===== src/rtl/core/sha512_pkg.sv =====
// SHA-512 stream hasher: shared types, constants and round functions.
// No dependencies.
`default_nettype none
package sha512_pkg;

  localparam int unsigned NumRounds = 80;
  localparam int unsigned QDepth = 4;

  // front-to-back command
  typedef struct packed {
    logic [7:0] data;
    logic       valid;
    logic       last;
  } cmd_t;

  typedef enum logic [2:0] {
    ST_IDLE,
    ST_EXPAND,
    ST_ROUND,
    ST_FOLD,
    ST_EMIT
  } eng_state_t;

  typedef enum logic [1:0] {
    PH_DATA,
    PH_PAD,
    PH_LEN,
    PH_DONE
  } pad_phase_t;

  function automatic logic [63:0] iv_word(input logic [2:0] i);
    case (i)
      3'd0: iv_word = 64'h6a09e667f3bcc908;
      3'd1: iv_word = 64'hbb67ae8584caa73b;
      3'd2: iv_word = 64'h3c6ef372fe94f82b;
      3'd3: iv_word = 64'ha54ff53a5f1d36f1;
      3'd4: iv_word = 64'h510e527fade682d1;
      3'd5: iv_word = 64'h9b05688c2b3e6c1f;
      3'd6: iv_word = 64'h1f83d9abfb41bd6b;
      default: iv_word = 64'h5be0cd19137e2179;
    endcase
  endfunction

  function automatic logic [63:0] round_k(input logic [6:0] i);
    case (i)
      7'd0: round_k = 64'h428a2f98d728ae22; 7'd1: round_k = 64'h7137449123ef65cd;
      7'd2: round_k = 64'hb5c0fbcfec4d3b2f; 7'd3: round_k = 64'he9b5dba58189dbbc;
      7'd4: round_k = 64'h3956c25bf348b538; 7'd5: round_k = 64'h59f111f1b605d019;
      7'd6: round_k = 64'h923f82a4af194f9b; 7'd7: round_k = 64'hab1c5ed5da6d8118;
      7'd8: round_k = 64'hd807aa98a3030242; 7'd9: round_k = 64'h12835b0145706fbe;
      7'd10: round_k = 64'h243185be4ee4b28c; 7'd11: round_k = 64'h550c7dc3d5ffb4e2;
      7'd12: round_k = 64'h72be5d74f27b896f; 7'd13: round_k = 64'h80deb1fe3b1696b1;
      7'd14: round_k = 64'h9bdc06a725c71235; 7'd15: round_k = 64'hc19bf174cf692694;
      7'd16: round_k = 64'he49b69c19ef14ad2; 7'd17: round_k = 64'hefbe4786384f25e3;
      7'd18: round_k = 64'h0fc19dc68b8cd5b5; 7'd19: round_k = 64'h240ca1cc77ac9c65;
      7'd20: round_k = 64'h2de92c6f592b0275; 7'd21: round_k = 64'h4a7484aa6ea6e483;
      7'd22: round_k = 64'h5cb0a9dcbd41fbd4; 7'd23: round_k = 64'h76f988da831153b5;
      7'd24: round_k = 64'h983e5152ee66dfab; 7'd25: round_k = 64'ha831c66d2db43210;
      7'd26: round_k = 64'hb00327c898fb213f; 7'd27: round_k = 64'hbf597fc7beef0ee4;
      7'd28: round_k = 64'hc6e00bf33da88fc2; 7'd29: round_k = 64'hd5a79147930aa725;
      7'd30: round_k = 64'h06ca6351e003826f; 7'd31: round_k = 64'h142929670a0e6e70;
      7'd32: round_k = 64'h27b70a8546d22ffc; 7'd33: round_k = 64'h2e1b21385c26c926;
      7'd34: round_k = 64'h4d2c6dfc5ac42aed; 7'd35: round_k = 64'h53380d139d95b3df;
      7'd36: round_k = 64'h650a73548baf63de; 7'd37: round_k = 64'h766a0abb3c77b2a8;
      7'd38: round_k = 64'h81c2c92e47edaee6; 7'd39: round_k = 64'h92722c851482353b;
      7'd40: round_k = 64'ha2bfe8a14cf10364; 7'd41: round_k = 64'ha81a664bbc423001;
      7'd42: round_k = 64'hc24b8b70d0f89791; 7'd43: round_k = 64'hc76c51a30654be30;
      7'd44: round_k = 64'hd192e819d6ef5218; 7'd45: round_k = 64'hd69906245565a910;
      7'd46: round_k = 64'hf40e35855771202a; 7'd47: round_k = 64'h106aa07032bbd1b8;
      7'd48: round_k = 64'h19a4c116b8d2d0c8; 7'd49: round_k = 64'h1e376c085141ab53;
      7'd50: round_k = 64'h2748774cdf8eeb99; 7'd51: round_k = 64'h34b0bcb5e19b48a8;
      7'd52: round_k = 64'h391c0cb3c5c95a63; 7'd53: round_k = 64'h4ed8aa4ae3418acb;
      7'd54: round_k = 64'h5b9cca4f7763e373; 7'd55: round_k = 64'h682e6ff3d6b2b8a3;
      7'd56: round_k = 64'h748f82ee5defb2fc; 7'd57: round_k = 64'h78a5636f43172f60;
      7'd58: round_k = 64'h84c87814a1f0ab72; 7'd59: round_k = 64'h8cc702081a6439ec;
      7'd60: round_k = 64'h90befffa23631e28; 7'd61: round_k = 64'ha4506cebde82bde9;
      7'd62: round_k = 64'hbef9a3f7b2c67915; 7'd63: round_k = 64'hc67178f2e372532b;
      7'd64: round_k = 64'hca273eceea26619c; 7'd65: round_k = 64'hd186b8c721c0c207;
      7'd66: round_k = 64'heada7dd6cde0eb1e; 7'd67: round_k = 64'hf57d4f7fee6ed178;
      7'd68: round_k = 64'h06f067aa72176fba; 7'd69: round_k = 64'h0a637dc5a2c898a6;
      7'd70: round_k = 64'h113f9804bef90dae; 7'd71: round_k = 64'h1b710b35131c471b;
      7'd72: round_k = 64'h28db77f523047d84; 7'd73: round_k = 64'h32caab7b40c72493;
      7'd74: round_k = 64'h3c9ebe0a15c9bebc; 7'd75: round_k = 64'h431d67c49c100d4c;
      7'd76: round_k = 64'h4cc5d4becb3e42b6; 7'd77: round_k = 64'h597f299cfc657e2a;
      7'd78: round_k = 64'h5fcb6fab3ad6faec; 7'd79: round_k = 64'h6c44198c4a475817;
      default: round_k = 64'h0;
    endcase
  endfunction

  function automatic logic [63:0] ror64(input logic [63:0] v, input int unsigned n);
    ror64 = (v >> n) | (v << (64 - n));
  endfunction

endpackage
`default_nettype wire


===== src/rtl/core/sha512_cmd_fifo.sv =====
// Short command queue between the front end and the hashing engine.
// Depends on sha512_pkg.
`default_nettype none
module sha512_cmd_fifo
  import sha512_pkg::*;
(
  input  wire  clk,
  input  wire  rst,
  input  wire  wr_en,
  input  cmd_t wr_cmd,
  output logic full,
  input  wire  rd_en,
  output cmd_t rd_cmd,
  output logic empty
);
  localparam int unsigned AW = $clog2(QDepth);

  cmd_t slots [QDepth];
  logic [AW-1:0] wr_ptr, rd_ptr;
  logic [AW:0] count;

  assign full   = (count == (AW+1)'(QDepth));
  assign empty  = (count == '0);
  assign rd_cmd = slots[rd_ptr];

  // storage
  always_ff @(posedge clk) begin
    if (wr_en && !full) slots[wr_ptr] <= wr_cmd;
  end

  // pointers
  always_ff @(posedge clk) begin
    if (rst) begin
      wr_ptr <= '0;
      rd_ptr <= '0;
      count  <= '0;
    end else begin
      if (wr_en && !full) wr_ptr <= wr_ptr + 1'b1;
      if (rd_en && !empty) rd_ptr <= rd_ptr + 1'b1;
      count <= count + (AW+1)'(wr_en && !full) - (AW+1)'(rd_en && !empty);
    end
  end
endmodule
`default_nettype wire


===== config.mk =====
export PLATFORM = sky130hd
export DESIGN_NAME = sha512_cmd_fifo
export DESIGN_NICKNAME = d
export VERILOG_FILES = /design/src/rtl/core/sha512_pkg.sv /design/src/rtl/core/sha512_cmd_fifo.sv
export SDC_FILE = /design/constraint.sdc
export NUM_CORES = 1
export LEC_CHECK = 0
export BUFFER_PORTS_ARGS = -buffer_cell sky130_fd_sc_hd__buf_2
export CORE_ASPECT_RATIO = 1.4
export CORE_MARGIN = 2
export CORE_UTILIZATION = 45
export CTS_CLUSTER_DIAMETER = 30
export CTS_CLUSTER_SIZE = 28
export DETAILED_ROUTE_END_ITERATION = 10
export PLACE_DENSITY_LB_ADDON = 0.12
export SYNTH_ARGS = -nofsm -noshare
export SYNTH_HDL_FRONTEND = slang
export SYNTH_SLANG_ARGS = --single-unit

===== constraint.sdc =====
create_clock -name clk -period 4.3 [get_ports clk]
set_input_delay 1.29 -clock clk [delete_from_list [all_inputs] [get_ports clk]]
set_output_delay 1.29 -clock clk [all_outputs]
set_load 0.02 [all_outputs]

# Word level (Yosys, flattened, before mapping)
# Memories as Yosys holds them, arrays and structs flattened. A register that Yosys moved wholly into a read port is not among the register bits.
# Index checks and enable logic that the tools add are counted.
# word_totals
ff_bits,7
mem_bits_rw,40
in_bits,14
output_inout_bits,12
mem_count,1
# op_classes
addsub,4
n_eq_ne,1
muxes,4
reduce_logical,5
# memory_table
memory,words,word_bits,read_ports,rd_clocked_by_memory_dff,write_ports,line_no,source
slots,4,10,1,1,1,sha512_cmd_fifo.sv:18,cmd_t slots [QDepth];
# op_table
cell,count
$add A2 B1 Y2 const B,2
$mux W2,2
$add A3 B1 Y3,1
$eq A3 B3 Y1 const B,1
$logic_not A3 Y1,1
$sub A3 B1 Y3,1
$logic_and A1 B1 Y1,2
$logic_not A1 Y1,2
$mux W1,2

# Longest topological paths before layout
# depth
ltp_word,5
depth_mapped,10
depth_no_buf,10

# Worst setup path after synthesis
# OpenSTA, ideal clock, no wires.
# synth_timing
path_kind,input to register
from,in wr_en
to,reg count[2]
setup_ns,0.125
t_arrival_ns,2.733
required_ns,4.175
slack_ns,1.442
cell_stages,10
path_cell_list,inv_1 > nor2_2 > inv_1 > ha_1 > inv_1 > ha_1 > fa_1 > xnor2_1 > xnor2_1 > nor2_1
# synth_between
elab_chain_len,3
# synth_rtl
item,line_no,source
from (decl),sha512_cmd_fifo.sv:9,"input wire wr_en,"
$logic_and A1 B1 Y1,sha512_cmd_fifo.sv:40,count <= count + (AW+1)'(wr_en && !full) - (AW+1)'(rd_en && !empty);
$add A3 B1 Y3,sha512_cmd_fifo.sv:40,
$sub A3 B1 Y3,sha512_cmd_fifo.sv:40,
to (signal assigned),sha512_cmd_fifo.sv:40,
to (decl),sha512_cmd_fifo.sv:20,logic [AW:0] count;
# No other way between the ends.
# A chain may end at the register's enable or synchronous reset.

==> reports/results.md <==
| Step | Quantity | This run |
|:---|:---|:---|
| critical path | Type of the setup path with the least slack | reg2out |
| die | Initial core utilization | 46.0% |
| critical path | Arrival time at the worst endpoint | 1.84 ns |
| clock network | Clock sink count | 49 |
| power and ir drop | Switching fraction of total power | 28.5% |
| die | I/O pins | 26 |
| synth | Mapped Nets | 124 |
| die | Die ar. | 4810 µm² |
| routing | Overall via count from detail_route | 928 |
| routing | Antenna-violating nets left | 0 |
| critical path | Largest fanout of any net on the critical path | 10 |
| sta | Hold slack | 0.505 ns |
| synth | Yosys warning count | 0 |
| synth | Share of async-settable or async-resettable flops after synthesis | 0% |
| final layout | Final cell count without fillers | 178 |
| final layout | Fraction of final layout cells with drive strength greater than 1 | 33.8% |
| critical path | Largest stage delay on the critical path | 0.78 ns |
| power and ir drop | Switch Pwr | 0.000360 W |
| final layout | Number of nets in the finished design | 153 |
| sta | Highest attainable clock frequency | 319 MHz |
| critical path | CP max stage cell | dfxtp_1 |
| critical path | Kind of cell with the highest combined delay on the critical path | flip-flops |
| global route | Pin count of the biggest net entering global routing | 15 |
| sta | Number of hold violations in the final report | 0 |
| synth | Flop and latch count out of synthesis | 49 |
| placement | Half-perimeter wire length after placement | 1900 µm |
| sta | Final critical-path share of the clock period | 72.8% |
| clock network | Clock edge transition at the registers on the reported setup and hold paths | 0.08 ns |
| power and ir drop | Power Internal | 0.000900 W |
| placement | Instance count after placement with tap cells included | 170 |
| placement | # port buffers | 25 |
| clock network | TritonCTS clock tree | yes |
| clock network | CTS Hold Buffers Added | 0 |
| power and ir drop | Clk pwr share | 24.5% |
| critical path | CP startpoint kind | register |
| critical path | Data required, critical path | 3.01 ns |
| critical path | Buf/Inv on CP | 1 |
| synth | Syn avg cell area | 18.6 µm² |
| die | Height of the chip | 81.3 µm |
| synth | Number of instances in the synthesized netlist | 103 |
| hold path | Type of the worst min-delay path | reg2reg |
| clock network | Post-CTS sizing | 0 |
| sta | Setup violators final | 0 |
| synth | Primary flip-flop cell chosen by synthesis mapping | edfxtp_1 |
| global route | Total GRT Usage | 13.6% |
| final layout | Layout overhead on the synthesized area | 14.3% |
| synth | Post-Syn Area | 1920 µm² |
| clock network | Number of buffers on the longest clock path | 2 |
| synth | Post-synth EDFFs | 40 |
| run status | Result of the run | finished, final reports clean |
| sta | Min Clock Period, post-route | 3.13 ns |
| die | X dimension of the die | 59.2 µm |
| routing | Number of DRC markers after the initial detailed-route iteration | 37 |
| sta | Worst slew pin tran | 0.704 ns |
| sta | Worst-case headroom to the max-slew limit | 53.0% |
| critical path | Cell-by-cell listing of the critical path | mux4_2 > buf_2 |
| global route | Global-route wire length before repair | 4520 µm |
| power and ir drop | Seq pwr share | 50.3% |
| clock network | Number of buffers inserted to repair setup after CTS | 0 |
| sta | RSZ-0062 raised after global routing | false |
| routing | Routed vias/inst | 5.21 |
| power and ir drop | Combinational cell fraction of total power | 25.2% |
| final layout | Diode insertion count for antenna repair | 0 |
| sta | Final setup skew | 0.00675 ns |
| sta | Final-report max-slew violation count | 0 |
| routing | Number of search-and-repair iterations in the first detailed-routing pass | 4 |
| job | Max-Cap Viols | 0 |
| critical path | Critical Path End Type | output pin |
| synth | Post-synth cell types | 23 |
| power and ir drop | Tot Pwr | 0.00126 W |
| die | Core area | 4170 µm² |
| power and ir drop | Power per cell area | 574 nW/µm² |
| global route | Via count of the first global-routing pass | 908 |
| placement | Weighted congestion reported at the end of routability-driven placement | 0.601 |
| routing | Drt total wl | 2830 µm |
| routing | Average wire per standard cell | 15.9 µm |
| clock network | Maximum level of the CTS H-tree | 2 |
| global route | Initial antenna violation count | 0 |
| power and ir drop | Max rail drop VDD | 0.251 mV |
| clock network | Root buffer cell | clkbuf_8 |
| routing | Drc violations | 0 |
| synth | Sequential cell area fraction in the yosys report | 72.0% |
| clock network | Clock latency on the worst-skew pair | 0.30 ns |
| clock network | Num CTS Buffers | 5 |
| sta | Aggregate negative setup slack | 0 ns |
| power and ir drop | Static power due to leakage | 0.789 nW |
| die | Number of core rows | 28 |
| global route | Total congestion overflow | 0 |
==> placed cells by master, fill, tap and decap left out, drive strengths merged <==
cell type / n
xor2: 1
or3: 2
edfxtp: 40
ha: 6
nand2: 1
mux2i: 1
o31ai: 1
nor3: 1
bufinv: 1
buf: 25
nand2b: 2
inv: 8
nor2: 4
mux4: 10
clkinv: 1
xnor2: 2
o21ai: 2
nor3b: 1
fa: 1
dfxtp: 9
clkbuf: 6
nor2b: 2
and2: 4
a21oi: 2
==> per-stage QoR <==
step | setup WS, ns | cell area, µm² | util, %
6_report | 1.17 | 2190 | 52.6
5_1_grt | 1.01 | 2190 | 52.6
4_1_cts | 1.09 | 2190 | 52.6
3_5_place_dp | 1.27 | 2090 | 50.1
3_3_place_gp | 1.31 | 2090 | 50.1
2_1_floorplan | 1.44 | 1920 | -
==> cells by family (layout without fill, tap and decap cells) <==
group / count (synthesis) / in the layout / synth area share [%]
AO/OA/AOI/OAI: 5 / 5 / 1.69
XOR/XNOR: 3 / 3 / 1.37
adder cells (fa/ha/maj): 7 / 7 / 4.95
buffers and inverters: 11 / 41 / 2.22
flip-flops: 49 / 49 / 72.0
multiplexers: 11 / 11 / 12.3
AND/OR/NAND/NOR: 17 / 17 / 5.54
==> path summary, 6_finish.rpt <==
path                                             start                     end  slack, ns  depth (start not counted)
worst max-delay path                          register               rd_cmd[3]       1.17                          2
worst max register to register     count[1]$_SDFF_PP0_     count[2]$_SDFF_PP0_       2.10                         10
worst min-delay path            rd_ptr[1]$_SDFFE_PP0P_  rd_ptr[1]$_SDFFE_PP0P_       0.51                          2
worst min register to register  rd_ptr[1]$_SDFFE_PP0P_  rd_ptr[1]$_SDFFE_PP0P_       0.51                          2
==> worst register-to-register path, delay by kind of cell (launching register included) <==
| kind | cells | cell delay, ns |
|---|---|---|
| fa+ha+maj | 3 | 0.84 |
| flops | 1 | 0.48 |
| xor+xnor | 2 | 0.32 |
| simple gates | 3 | 0.36 |
| buf+inv | 2 | 0.10 |
==> state kept, by name (all words and copies together) (netlist names), named ones only <==
register,count
rd_ptr,2
slots,40
wr_ptr,2
count,3
==> power groups by stage <==
stage	clock network, W	logic (W)	registers, W
floorplan	0	0.000266	0.000608
global route	0.000338	0.000349	0.000646
detailed placement	0	0.000322	0.000648
finish	0.000309	0.000318	0.000633
global placement	0	0.000315	0.000645
CTS	0.000317	0.000323	0.000638
==> metal layers <==
metal  vias to the layer above  global-route usage, %  share of wire [%]
li1                        442                      -                  -
met1                       457                   16.4                 42
met2                        23                   21.1                 52
met3                         6                   5.25                4.5
met4                         0                   6.82                1.8
met5                         -                      0                  0
==> layout make-up <==
class / count / area [µm²]
clock buffer: 6 / 72.6
clock inverter: 2 / 33.8
fill: 347 / 1970
inverter: 8 / 30.0
multi-input combinational: 43 / 495
sequential: 49 / 1380
tap: 45 / 56.3
timing repair buffer: 25 / 125
==> Yosys cell counts, types with 2 or more instances <==
master / n / area, µm²
clkbuf_1: 2 / 7.51
xnor2_1: 2 / 17.5
inv_1: 8 / 30.0
edfxtp_1: 40 / 1200
or3_1: 2 / 12.5
nor2b_1: 2 / 12.5
and2_1: 4 / 25.0
o21ai_0: 2 / 10.0
nand2b_1: 2 / 12.5
ha_1: 6 / 75.1
a21oi_1: 2 / 10.0
nor2_1: 3 / 11.3
dfxtp_1: 9 / 180
mux4_2: 10 / 225
(Power assumes the default switching activity.)
